## config.mk

```make
export PLATFORM = sky130hd
export DESIGN_NAME = led_intensity_frame_builder
export DESIGN_NICKNAME = d
export VERILOG_FILES = /design/src/rtl/core/lif_pkg.sv /design/src/rtl/core/lif_gearbox.sv /design/src/rtl/core/led_intensity_frame_builder.sv
export VERILOG_INCLUDE_DIRS = /design/src /design/src/rtl/core
export SDC_FILE = /design/constraint.sdc
export NUM_CORES = 1
export LEC_CHECK = 0
export BUFFER_PORTS_ARGS = -buffer_cell sky130_fd_sc_hd__buf_2
export CAP_MARGIN = 25
export CORE_AREA = 2 2 114 116
export DETAILED_ROUTE_END_ITERATION = 12
export DIE_AREA = 0 0 116 118
export PLACE_DENSITY_LB_ADDON = 0.25
export SLEW_MARGIN = 30
export SYNTH_ARGS = -nofsm -noshare
export SYNTH_HDL_FRONTEND = slang
export SYNTH_SLANG_ARGS = --single-unit
```

## constraint.sdc

```tcl
create_clock -name clk -period 9.1 [get_ports clk]
set_input_delay 1.365 -clock clk [delete_from_list [all_inputs] [get_ports clk]]
set_output_delay 1.365 -clock clk [all_outputs]
set_load 0.05 [all_outputs]
```

## src/rtl/core/led_intensity_frame_builder_defines.svh

```systemverilog
// assertion macros for the led intensity frame builder
// no dependencies; included by the files that assert
`ifndef LED_INTENSITY_FRAME_BUILDER_DEFINES_SVH
`define LED_INTENSITY_FRAME_BUILDER_DEFINES_SVH

`ifndef SYNTHESIS
`define LIF_ASSERT_IMP(lbl, clk, rst_n, ante, cons) \
  lbl: assert property (@(posedge clk) disable iff (!rst_n) (ante) |-> (cons)) \
    else $error("lif assertion failed");
`define LIF_ASSERT_NXT(lbl, clk, rst_n, ante, cons) \
  lbl: assert property (@(posedge clk) disable iff (!rst_n) (ante) |=> (cons)) \
    else $error("lif assertion failed");
`else
`define LIF_ASSERT_IMP(lbl, clk, rst_n, ante, cons)
`define LIF_ASSERT_NXT(lbl, clk, rst_n, ante, cons)
`endif

`endif

```

## src/rtl/core/lif_pkg.sv

```systemverilog
// types, codes and the percent to grayscale table of the frame builder
// no dependencies
package lif_pkg;

  localparam int LED_COUNT     = 6;
  localparam int CHANNEL_COUNT = 24;
  localparam int GS_BITS       = 12;
  localparam int GS_MAX        = 4095;
  localparam int PCT_FULL      = 100;
  localparam int FRAME_BYTES   = (CHANNEL_COUNT * GS_BITS + 7) / 8;

  localparam int LED_W     = (LED_COUNT > 1) ? $clog2(LED_COUNT) : 1;
  localparam int LED_NUM_W = ($clog2(LED_COUNT + 1) > 3) ? $clog2(LED_COUNT + 1) : 3;
  localparam int CH_CNT_W  = $clog2(CHANNEL_COUNT + 1);
  localparam int IDX_W     = (CH_CNT_W > LED_W) ? CH_CNT_W : LED_W;
  localparam int BYTE_W    = $clog2(FRAME_BYTES);

  localparam logic [1:0] ACT_SET_ONE = 2'd0;
  localparam logic [1:0] ACT_SET_ALL = 2'd1;
  localparam logic [1:0] ACT_ENABLE  = 2'd2;
  localparam logic [1:0] ACT_DISABLE = 2'd3;

  localparam logic [1:0] STATUS_OK  = 2'd0;
  localparam logic [1:0] STATUS_PCT = 2'd1;
  localparam logic [1:0] STATUS_NUM = 2'd2;

  // bits held in the byte buffer
  localparam logic [1:0] FILL_0 = 2'd0;
  localparam logic [1:0] FILL_4 = 2'd1;
  localparam logic [1:0] FILL_8 = 2'd2;

  typedef struct packed {
    logic [1:0] action;
    logic [2:0] led_number;
    logic [6:0] percent;
  } lif_in_t;

  typedef struct packed {
    logic [7:0] frame_byte;
    logic       last_byte;
    logic [1:0] status;
  } lif_out_t;

  typedef struct packed {
    logic start;
    logic advance;
  } lif_gb_ctrl_t;

  typedef struct packed {
    logic [7:0]          frame_byte;
    logic                last;
    logic                ch_valid;
    logic [CH_CNT_W-1:0] ch;
  } lif_gb_stat_t;

  typedef logic [GS_BITS-1:0] lif_lvl_tbl_t [0:127];

  function automatic lif_lvl_tbl_t lif_build_tbl();
    lif_lvl_tbl_t t;
    int           c;
    for (int i = 0; i < 128; i++) begin
      c = (i > PCT_FULL) ? PCT_FULL : i;
      t[i] = GS_BITS'((c * GS_MAX) / PCT_FULL);
    end
    return t;
  endfunction

  localparam lif_lvl_tbl_t LEVEL_TBL = lif_build_tbl();

endpackage

```

## src/rtl/core/lif_gearbox.sv

```systemverilog
// byte serializer: packs 12-bit channel levels into frame bytes, one byte a cycle while ctrl.advance is high
// depends on lif_pkg and the assertion macro header
`include "led_intensity_frame_builder_defines.svh"

module lif_gearbox (
  input  logic                             clk,
  input  logic                             rst_n,
  input  lif_pkg::lif_gb_ctrl_t            ctrl,
  input  logic [lif_pkg::GS_BITS-1:0]      level,
  output lif_pkg::lif_gb_stat_t            stat
);
  import lif_pkg::*;

  logic [CH_CNT_W-1:0] ch_left_r, ch_left_nxt;
  logic [1:0]          fill_r, fill_nxt;
  logic [7:0]          buf_r, buf_nxt;
  logic [BYTE_W-1:0]   byte_cnt_r, byte_cnt_nxt;
  logic [19:0]         merged;
  logic                consume;
  logic                last;

  always_comb begin
    consume = 1'b1;
    unique case (fill_r)
      FILL_0:  merged = {level, 8'd0};
      FILL_4:  merged = {buf_r[7:4], level, 4'd0};
      default: begin
        merged  = {buf_r, 12'd0};
        consume = 1'b0;
      end
    endcase
  end

  assign last = (byte_cnt_r == BYTE_W'(FRAME_BYTES - 1));

  always_comb begin
    ch_left_nxt  = ch_left_r;
    fill_nxt     = fill_r;
    buf_nxt      = buf_r;
    byte_cnt_nxt = byte_cnt_r;
    priority if (ctrl.start) begin
      ch_left_nxt  = CH_CNT_W'(CHANNEL_COUNT);
      fill_nxt     = FILL_0;
      buf_nxt      = 8'd0;
      byte_cnt_nxt = '0;
    end else if (ctrl.advance) begin
      buf_nxt      = merged[11:4];
      byte_cnt_nxt = byte_cnt_r + 1'b1;
      if (consume && ch_left_r != '0) begin
        ch_left_nxt = ch_left_r - 1'b1;
      end
      unique case (fill_r)
        FILL_0:  fill_nxt = FILL_4;
        FILL_4:  fill_nxt = FILL_8;
        default: fill_nxt = FILL_0;
      endcase
    end
  end

  always_ff @(posedge clk) begin
    if (!rst_n) begin
      ch_left_r  <= '0;
      fill_r     <= FILL_0;
      byte_cnt_r <= '0;
    end else begin
      ch_left_r  <= ch_left_nxt;
      fill_r     <= fill_nxt;
      byte_cnt_r <= byte_cnt_nxt;
    end
  end

  always_ff @(posedge clk) begin
    buf_r <= buf_nxt;
  end

  assign stat.frame_byte = merged[19:12];
  assign stat.last       = last;
  assign stat.ch_valid   = consume && (ch_left_r != '0);
  assign stat.ch         = CH_CNT_W'(ch_left_r - 1'b1);

  `LIF_ASSERT_IMP(a_last_drained, clk, rst_n, ctrl.advance && last, ch_left_r == '0)
  `LIF_ASSERT_NXT(a_start_load, clk, rst_n, ctrl.start, fill_r == FILL_0 && byte_cnt_r == '0)
  `LIF_ASSERT_IMP(a_full_buf_no_ch, clk, rst_n, fill_r == FILL_8, !stat.ch_valid)

endmodule

```

## src/rtl/core/led_intensity_frame_builder.sv

```systemverilog
// top level of the led intensity frame builder: command decode, led state, output word
// depends on lif_pkg, lif_gearbox and the assertion macro header
//
//   channel  dir  handshake             word
//   in_      in   in_valid / in_stall   lif_in_t  action, led_number, percent
//   out_     out  out_valid / out_stall lif_out_t frame_byte, last_byte, status
//
// a valid command gives FRAME_BYTES words, one a cycle without stalls, set by the
// byte serializer; an error gives one word. a command is taken the cycle after the
// last word of the previous one is loaded. reset clears all led state. out_stall
// holds the output word and pauses the frame.
`include "led_intensity_frame_builder_defines.svh"

module led_intensity_frame_builder (
  input  logic              clk,
  input  logic              rst_n,
  input  logic              in_valid,
  output logic              in_stall,
  input  lif_pkg::lif_in_t  in_word,
  output logic              out_valid,
  input  logic              out_stall,
  output lif_pkg::lif_out_t out_word
);
  import lif_pkg::*;

  typedef enum logic [2:0] {
    ST_IDLE  = 3'b001,
    ST_FRAME = 3'b010,
    ST_ERR   = 3'b100
  } state_t;

  state_t         state_r, state_nxt;
  logic [1:0]     err_r, err_nxt;
  logic [6:0]     percent_r [LED_COUNT];
  logic [6:0]     percent_nxt [LED_COUNT];
  logic           enabled_r [LED_COUNT];
  logic           enabled_nxt [LED_COUNT];
  logic           out_valid_r, out_valid_nxt;
  lif_out_t       out_r, out_nxt;

  lif_gb_ctrl_t   gb_ctrl;
  lif_gb_stat_t   gb_stat;
  logic [GS_BITS-1:0] level;
  logic [IDX_W-1:0]   ch_ext;

  logic                 accept;
  logic                 slot_free;
  logic                 adv;
  logic [LED_NUM_W-1:0] num_ext;
  logic                 num_ok;
  logic                 pct_bad;
  logic [1:0]           code;
  logic [LED_W-1:0]     idx;

  assign in_stall  = (state_r != ST_IDLE);
  assign accept    = in_valid && !in_stall;
  assign slot_free = !out_valid_r || !out_stall;
  assign adv       = (state_r == ST_FRAME) && slot_free;

  assign num_ext = LED_NUM_W'(in_word.led_number);
  assign num_ok  = (num_ext != '0) && (num_ext <= LED_NUM_W'(LED_COUNT));
  assign pct_bad = (in_word.percent > 7'(PCT_FULL));
  assign idx     = LED_W'(num_ext - 1'b1);

  always_comb begin
    code = STATUS_OK;
    unique case (in_word.action)
      ACT_SET_ONE: begin
        if (pct_bad) begin
          code = STATUS_PCT;
        end else if (!num_ok) begin
          code = STATUS_NUM;
        end
      end
      ACT_SET_ALL: begin
        if (pct_bad) begin
          code = STATUS_PCT;
        end
      end
      default: begin
        if (!num_ok) begin
          code = STATUS_NUM;
        end
      end
    endcase
  end

  // level of the channel the serializer asks for
  assign ch_ext = IDX_W'(gb_stat.ch);
  always_comb begin
    level = '0;
    if (gb_stat.ch_valid && ch_ext < IDX_W'(LED_COUNT)) begin
      if (enabled_r[ch_ext[LED_W-1:0]]) begin
        level = LEVEL_TBL[percent_r[ch_ext[LED_W-1:0]]];
      end
    end
  end

  assign gb_ctrl.start   = accept && (code == STATUS_OK);
  assign gb_ctrl.advance = adv;

  lif_gearbox u_gearbox (
    .clk   (clk),
    .rst_n (rst_n),
    .ctrl  (gb_ctrl),
    .level (level),
    .stat  (gb_stat)
  );

  always_comb begin
    state_nxt     = state_r;
    err_nxt       = err_r;
    percent_nxt   = percent_r;
    enabled_nxt   = enabled_r;
    out_valid_nxt = out_valid_r;
    out_nxt       = out_r;

    if (out_valid_r && !out_stall) begin
      out_valid_nxt = 1'b0;
    end

    unique case (state_r)
      ST_IDLE: begin
        if (accept) begin
          if (code != STATUS_OK) begin
            err_nxt   = code;
            state_nxt = ST_ERR;
          end else begin
            state_nxt = ST_FRAME;
            unique case (in_word.action)
              ACT_SET_ONE: begin
                percent_nxt[idx] = in_word.percent;
                enabled_nxt[idx] = (in_word.percent != 7'd0);
              end
              ACT_SET_ALL: begin
                for (int i = 0; i < LED_COUNT; i++) begin
                  percent_nxt[i] = in_word.percent;
                  enabled_nxt[i] = (in_word.percent != 7'd0);
                end
              end
              ACT_ENABLE:  enabled_nxt[idx] = 1'b1;
              default:     enabled_nxt[idx] = 1'b0;
            endcase
          end
        end
      end
      ST_FRAME: begin
        if (slot_free) begin
          out_valid_nxt      = 1'b1;
          out_nxt.frame_byte = gb_stat.frame_byte;
          out_nxt.last_byte  = gb_stat.last;
          out_nxt.status     = STATUS_OK;
          if (gb_stat.last) begin
            state_nxt = ST_IDLE;
          end
        end
      end
      default: begin
        if (slot_free) begin
          out_valid_nxt      = 1'b1;
          out_nxt.frame_byte = 8'd0;
          out_nxt.last_byte  = 1'b1;
          out_nxt.status     = err_r;
          state_nxt          = ST_IDLE;
        end
      end
    endcase
  end

  always_ff @(posedge clk) begin
    if (!rst_n) begin
      state_r     <= ST_IDLE;
      out_valid_r <= 1'b0;
      for (int i = 0; i < LED_COUNT; i++) begin
        percent_r[i] <= 7'd0;
        enabled_r[i] <= 1'b0;
      end
    end else begin
      state_r     <= state_nxt;
      out_valid_r <= out_valid_nxt;
      percent_r   <= percent_nxt;
      enabled_r   <= enabled_nxt;
    end
  end

  always_ff @(posedge clk) begin
    err_r <= err_nxt;
    out_r <= out_nxt;
  end

  assign out_valid = out_valid_r;
  assign out_word  = out_r;

  `LIF_ASSERT_NXT(a_accept_busy, clk, rst_n, accept, in_stall)
  `LIF_ASSERT_IMP(a_err_word, clk, rst_n, out_valid && out_word.status != STATUS_OK,
                  out_word.last_byte && out_word.frame_byte == 8'd0)
  `LIF_ASSERT_NXT(a_last_idle, clk, rst_n, adv && gb_stat.last,
                  !in_stall && out_valid && out_word.last_byte)

endmodule
```

Word-level counts from Yosys, hierarchy flattened
Memory sizes are Yosys's and may differ from the RTL's.
Cells that the tools add are included.
- bits of input ports: 16
- memories kept: 1
- register bits: 86
- word-level logic and storage cells: 125
- output and inout port bits: 13
- ROM bits: 1536
- reduce and logical (&&, ||, !) cells: 32
- $add $sub $neg: 3
- order comparisons: 7
- bitwise logic cells: 9
- multiplexer cells: 40
- equality and inequality tests: 10
- memories (memory ; depth ; bits a word ; read ports ; clocked after Yosys merged registers in ; wr ports ; line ; text):
    (no name shown) ; 128 ; 12 ; 1 ; 0 ; 0 ; led_intensity_frame_builder.sv:94 ; level = LEVEL_TBL[percent_r[ch_ext[LED_W-1:0]]];
- operator list (operator ; count):
    one-hot mux 42 bit (2 select lines) ; 1
    2-to-1 mux 12 bit ; 4
    bitwise mux 42 bit ; 1
    one-hot mux 20 bit (2 select lines) ; 1
    2-to-1 mux 11 bit ; 2
    one-hot mux 11 bit (2 select lines) ; 1
    binary-select mux 7 bit (select 3 bit) ; 1
    demux 7 bit (select 3 bit) ; 1
    2-to-1 mux 7 bit ; 3
    one-hot mux 6 bit (3 select lines) ; 1
    2-to-1 mux 3 bit ; 5
    2-to-1 mux 5 bit ; 3
    nonzero test 2 bit ; 5
    >= comparator 4 bit (second input constant) ; 2
    >= comparator 8 bit (second input constant) ; 1
    logical AND 1 bit ; 8
    2-to-1 mux 1 bit ; 8
    NOT 3 -> 4 bit ; 2
    NOT 7 -> 8 bit ; 1
    one-hot mux 2 bit (2 select lines) ; 2
    AND reduction 4 bit ; 2
    > comparator 7 bit (second input constant) ; 1
    nonzero test 7 bit ; 1
    adder 6 x 1 -> 6 bit (second input constant) ; 1
    30 further kinds ; 43

Logic depth before layout (Yosys ltp)
Gate-level depths: netlist of run 1.
- word-level depth: 14
- depth in mapped cells: 19
- gate-level depth less buffers: 14

By module
Synthesis of run 1 repeated with hierarchy kept, for this count alone.
- cells, all modules: 729
- area total of the unflattened synthesis: 6189.7 sq um
- by module, submodules not included (module ; area each (sq um) ; sequential area each (sq um) ; instances ; cells each):
    led_intensity_frame_builder ; 4998.5 ; 1431.4 ; 1 ; 592
    lif_gearbox ; 1191.1 ; 420.4 ; 1 ; 137

Least setup slack after synthesis of run 1
Ideal clock, no wire load.
- path type: register -> register
- from: register u_gearbox.ch_left_r[0]
- to: register out_r, in the netlist out_word[5], data pin
- required time: 8.969 ns
- setup slack: 5.529 ns
- buffers on the path: 6
- setup time: 0.131 ns
- clock period less this slack: 3.571 ns
- cell stages (with the launch flop): 20
- arrival time: 3.439 ns
- path through: dfxtp_1 buf_6 buf_6 inv_1 ha_1 xnor2_2 buf_2 nand2_1 and2_1 buf_2 inv_1 buf_2 ha_1 clkbuf_1 o21ai_0 o211ai_1 a21oi_1 a311o_1 o311ai_1 o211a_1
- RTL lines (element ; line ; text):
    from (decl) ; lif_gearbox.sv:14 ; logic [CH_CNT_W-1:0] ch_left_r, ch_left_nxt;
    from (signal assigned) ; lif_gearbox.sv:66 ; ch_left_r <= ch_left_nxt;
    to (signal assigned) ; led_intensity_frame_builder.sv:188 ; out_r <= out_nxt;
    to (decl) ; led_intensity_frame_builder.sv:39 ; lif_out_t out_r, out_nxt;

==> results of run 1 <==
registers in the layout, indices dropped and copies added (netlist names):
register              cells
u_gearbox.fill_r          2
enabled_r                 6
u_gearbox.buf_r           8
u_gearbox.ch_left_r       5
out_word                 11
out_valid                 1
err_r                     2
percent_r                42
state_r                   3
u_gearbox.byte_cnt_r      6
report_power, final:
group | leakage [µW] | internal [µW] | switching [µW]
Combinational | 0.00149 | 51.1 | 121
Sequential | 0.000715 | 414 | 14.0
Clock | 0.000150 | 241 | 151
Total | 0.00235 | 706 | 286
final timing paths:
kind,start,to,slack (ns),cells past startpoint
worst max-delay path,u_gearbox.ch_left_r[0]$_SDFFE_PP0P_,out_word[5]$_SDFFCE_PP0P_,4.57,13
worst min-delay path,u_gearbox.buf_r[7]$_SDFFE_PP0P_,u_gearbox.buf_r[7]$_SDFFE_PP0P_,0.46,2
worst max register to register,u_gearbox.ch_left_r[0]$_SDFFE_PP0P_,out_word[5]$_SDFFCE_PP0P_,4.57,13
worst min register to register,u_gearbox.buf_r[7]$_SDFFE_PP0P_,u_gearbox.buf_r[7]$_SDFFE_PP0P_,0.46,2
cell families (layout without fill, tap and decap cells):
group	count (synthesis)	in the layout	synth area share (%)
XOR/XNOR	18	18	2.73
multiplexers	62	62	11.8
flip-flops	86	86	29.3
AO/OA/AOI/OAI	219	219	24.0
buffers and inverters	85	71	6.65
AND/OR/NAND/NOR	256	256	22.0
adder cells (fa/ha/maj)	19	19	3.64
tightest hold or removal path, cell delays in order, from the launching register on:
cell	delay, ns
dfxtp_1	0.32
nand2_1	0.05
nand3_1	0.05
layout by cell type (no fill, tap or decap), drive strengths merged, types with 4 or more instances in the layout:
cell and count:
a311o 4, a31oi 13, a211oi 11, o22ai 4
nor2 44, o211ai 19, nor2b 46, inv 23
nor3 18, xnor2 10, xor2 8, mux2i 47
nand2 58, o31ai 6, or4 4, mux4 8
ha 16, nand3 31, nand4 10, clkbuf 11
o211a 5, nor3b 5, nor4 10, mux2 7
a22oi 4, o221ai 6, a32oi 4, o21ai 43
edfxtp 13, and3 6, a2111oi 6, and2 10
a21oi 51, dfxtp 73, buf 33, a21boi 10
o2111ai 5
cell type report:
type	count	area [µm²]	share of cell area [%]
tap	172	215	3.21
clock buffer	11	233	3.47
multi-input combinational	574	4060	60.6
timing repair buffer	33	178	2.65
inverter	22	87.6	1.30
clock inverter	5	82.6	1.23
sequential	86	1850	27.6
per-layer routing:
layer | global-route usage, % | vias up | wire [µm]
met3 | 5.51 | 66 | 1500
met4 | 11.8 | 0 | 769
met1 | 38.5 | 2779 | 8060
met5 | 0 | - | 0
li1 | - | 2748 | -
met2 | 41.0 | 383 | 8390
stage by stage:
stage	utilization [%]	worst slack, ns	power [µW]	instance area, µm²
5_1_grt	54.1	4.41	1030	6710
2_1_floorplan	-	5.53	565	6320
3_5_place_dp	51.5	4.76	607	6390
6_report	54.1	4.57	993	6710
4_1_cts	54.0	4.73	995	6700
3_3_place_gp	51.4	4.88	603	6380
==> out/results.ini, run 1 <==
[setup_path]
critical_path_class = reg -> reg
cp-start-kind = register
crit_arrival_ns = 4.63
critPathRequiredTime_ns = 9.21
path_max_fanout = 28
slowest_delay_ns = 0.87
critPathCaptureType = register
crit_buf_inv = 2
crit_slowest_cell = ha_1
critical_path.cell_chain = inv_1 > ha_1 > mux4_1 > nand2_1 > and2_1 > ha_1 > inv_1 > nand3_1 > a211oi_1 > o32ai_1 > a21oi_1 > o311ai_1 > o211a_1
cp_top_family = adder cells

[die]
initial_core_util_pct = 50.9
core-area_um2 = 12400
rows = 41
die_area_um2 = 13700
ios = 29
die_w_um = 116
dieHeight_um = 118

[timing]
finalMaxSlewViolations = 0
whs_ns = 0.455
period_share_pct = 49.8
setup_viol = 0
fin_crit_ns = 4.53
fmax_mhz = 221
finalSetupTns_ns = 0
finalHoldViolations = 0
rsz0062_at_grt = no
tightestPinTransition_ns = 0.886
clock_skew_ns = 0.00900
slew_headroom_pct = 40.9

[cts]
clockBufferDepth = 2
root_buffer = clkbuf_16
cts_sinks = 86
htree_levels = 3
cts_buffers = 9
cts_tree = done
clkTransAtPathRegs_ns = 0.06
clk_latency_ns = 0.35
cts-hold-fix-buffers = 0
cts_resized = 0
post_cts_buffers = 0

[yosys]
synth_edf_count = 13
synth_common_cells = dfxtp_1, nand2_1, a21oi_1, mux2i_1, nor2b_1
synthesis.area_um2 = 6320
yosysTopAreaCell = dfxtp_1
yosysMostFrequentCell = dfxtp_1
yosysWarnings = 0
synth_top_area_share_pct = 23.1
avgSynthCellArea_um2 = 8.49
synth-async-reset-ratio_pct = 0
ys_ff_latch = 86
ys_seq_area_share_pct = 29.3
synthCells = 745
ys_top_cells_by_area = dfxtp_1, mux2i_1, edfxtp_1
synth_top_flop_cell = dfxtp_1
synth_nets = 777
ys_types = 86

[min_path]
hp-class = reg -> reg

[routing]
drt_iter0_markers = 631
post_drt_via_cell_ratio = 6.62
via_count = 5976
first_pass_iters = 5
postRouteAntennaNets = 0
drcViolationCount = 0
routedWlPerCell_um = 20.7
routed_wirelength_um = 18700

[finish]
drive_gt1_share_pct = 11.9
final_nets = 758
insertedDiodeCount = 0
finish.cell_count_without_fillers = 903
area_delta_synth_final_pct = 6.11
n_fill_cell = 1189

[power]
p_leak_uw = 0.00235
ir_drop_mv = 0.118
p_per_area_nw_per_um2 = 148

[global_route]
first_global_vias = 5485
gr-total-overflow = 0
grt_antenna_before_repair = 0
grt_pass1_wl_um = 30000
grt.total_usage_pct = 27.5
grt_start_max_net_pins = 56

[job]
max-cap-violations = 0

[place]
dp_hpwl_um = 13100
place_congestion = 0.997
portBuffers = 28
place_inst = 887

[run_status]
status = finished, final reports clean

Power figures use the tool's default switching activity.
==> run 2, diff against run 1 <==
Clock period 9.1 ns to 4.2 ns, I/O delays scaled along.
==> run 2 against run 1 <==
Compared with the run above: via count up 0.38%; non-clock buffer count increased by 17; flip-flop and latch count unchanged; register-to-register slack worse by 4.3 ns; highest routed layer unchanged.
==> out/results.ini, run 2 (synthesis results as in run 1) <==
[die]
dieHeight_um = 118
die_w_um = 116
die_area_um2 = 13700
core-area_um2 = 12400
initial_core_util_pct = 50.9
rows = 41
ios = 29

[cts]
cts_buffers = 9
root_buffer = clkbuf_16
cts_resized = 0
post_cts_buffers = 0
clkTransAtPathRegs_ns = 0.06
cts-hold-fix-buffers = 0
htree_levels = 3
cts_sinks = 86
cts_tree = done
clk_latency_ns = 0.35
clockBufferDepth = 2

[global_route]
grt_start_max_net_pins = 56
grt_antenna_before_repair = 0
gr-total-overflow = 0
grt_pass1_wl_um = 31200
first_global_vias = 5772
grt.total_usage_pct = 28.8

[power]
ir_drop_mv = 0.317
p_per_area_nw_per_um2 = 332
p_leak_uw = 0.00247

[finish]
layout_common_cells = dfxtp_1, nand2_1, a21oi_1, mux2i_1, nor2b_1
insertedDiodeCount = 0
drive_gt1_share_pct = 13.8
largest_register = percent_r
final_nets = 775
final_common_cell = dfxtp_1
design_area_um2 = 6880
largest_reg_flops = 42
area_delta_synth_final_pct = 8.78

[setup_path]
cp-start-kind = register
regToRegStartpoint = u_gearbox.ch_left_r[0]$_SDFFE_PP0P_
crit_arrival_ns = 4.05
r2r-end = out_word[4]$_SDFFCE_PP0P_
critical_path_class = reg -> reg
reg2reg_depth = 14
path_max_fanout = 12
critPathRequiredTime_ns = 4.30
rrSetupSlack_ns = 0.25
critPathCaptureType = register

[min_path]
hold_start = u_gearbox.buf_r[4]$_SDFFE_PP0P_
hp-class = reg -> reg
hold_depth = 2
holdPathEnd = u_gearbox.buf_r[4]$_SDFFE_PP0P_

[timing]
finalHoldViolations = 0
tightestPinTransition_ns = 0.976
finalMaxSlewViolations = 0
clock_skew_ns = 0.00818
fmax_mhz = 253
setup_viol = 0
finalSetupTns_ns = 0
rsz0062_at_grt = no
fin_crit_ns = 3.95
slew_headroom_pct = 34.8
period_share_pct = 94.1

[place]
portBuffers = 28
dp_hpwl_um = 13700
place_congestion = 0.963
dpl-instance-area_um2 = 6510

[routing]
first_pass_iters = 5
postRouteAntennaNets = 0
post_drt_via_cell_ratio = 6.52
drt_iter0_markers = 600
routedWlPerCell_um = 21.0
routed_wirelength_um = 19300
drcViolationCount = 0
via_count = 5999

[job]
max-cap-violations = 0

[run_status]
status = finished, final reports clean

run 2: metrics by stage:
stage	utilization [%]	worst slack, ns	std cells	total power, µW	hold slack, ns
after floorplan	-	0.629	745	1220	0.419
after global placement	52.5	0.362	904	1320	0.440
after detailed placement	52.5	0.380	904	1330	0.445
after CTS	55.4	0.346	920	2290	0.459
after global routing	55.4	0.0733	920	2360	0.483
final	55.4	0.249	920	2280	0.457
run 2: layer usage:
metal  routed length, µm  global-route usage (%)  vias up
li1                    -                       -     2779
met1                8020                    38.6     2837
met2                8950                    44.1      318
met3                1480                    5.30       65
met4                 875                    14.4        0
met5                   0                       0        -
run 2: worst max path at each step:
stage	startpoint	to	slack [ns]	cells after the start
6_report	u_gearbox.ch_left_r[0]$_SDFFE_PP0P_	out_word[4]$_SDFFCE_PP0P_	0.25	14
5_1_grt	u_gearbox.ch_left_r[0]$_SDFFE_PP0P_	out_word[4]$_SDFFCE_PP0P_	0.07	14
2_1_floorplan	u_gearbox.ch_left_r[0]$_SDFFE_PP0P_	out_word[5]$_SDFFCE_PP0P_	0.63	19
3_3_place_gp	u_gearbox.ch_left_r[1]$_SDFFE_PP0P_	out_word[4]$_SDFFCE_PP0P_	0.36	14
4_1_cts	u_gearbox.ch_left_r[0]$_SDFFE_PP0P_	out_word[4]$_SDFFCE_PP0P_	0.35	14
3_5_place_dp	u_gearbox.ch_left_r[0]$_SDFFE_PP0P_	out_word[4]$_SDFFCE_PP0P_	0.38	14
run 2: where the power goes:
group | internal, µW | switching [µW] | leakage [µW]
clock network | 636 | 334 | 0.000179
registers | 898 | 31.3 | 0.000715
logic | 119 | 264 | 0.00157
run 2: critical path: stages (launching register included):
cell,delay (ns)
dfxtp_1,0.31
inv_1,0.07
ha_1,0.30
xor2_2,0.40
nand3_1,0.30
and2_4,0.31
ha_1,0.33
inv_1,0.14
buf_4,0.20
o21ai_0,0.11
a21oi_1,0.11
a2111oi_1,0.64
and4b_1,0.29
nand4b_1,0.10
a21oi_1,0.07
run 2: area by class of cell:
class                           instances  area [µm²]
Timing Repair Buffer                   50         305
Sequential cell                        86        1850
Fill cell                            1185        5530
Multi-Input combinational cell        574        4050
Clock inverter                          4        98.8
Clock buffer                           12         268
Inverter                               22        87.6
Tap cell                              172         215
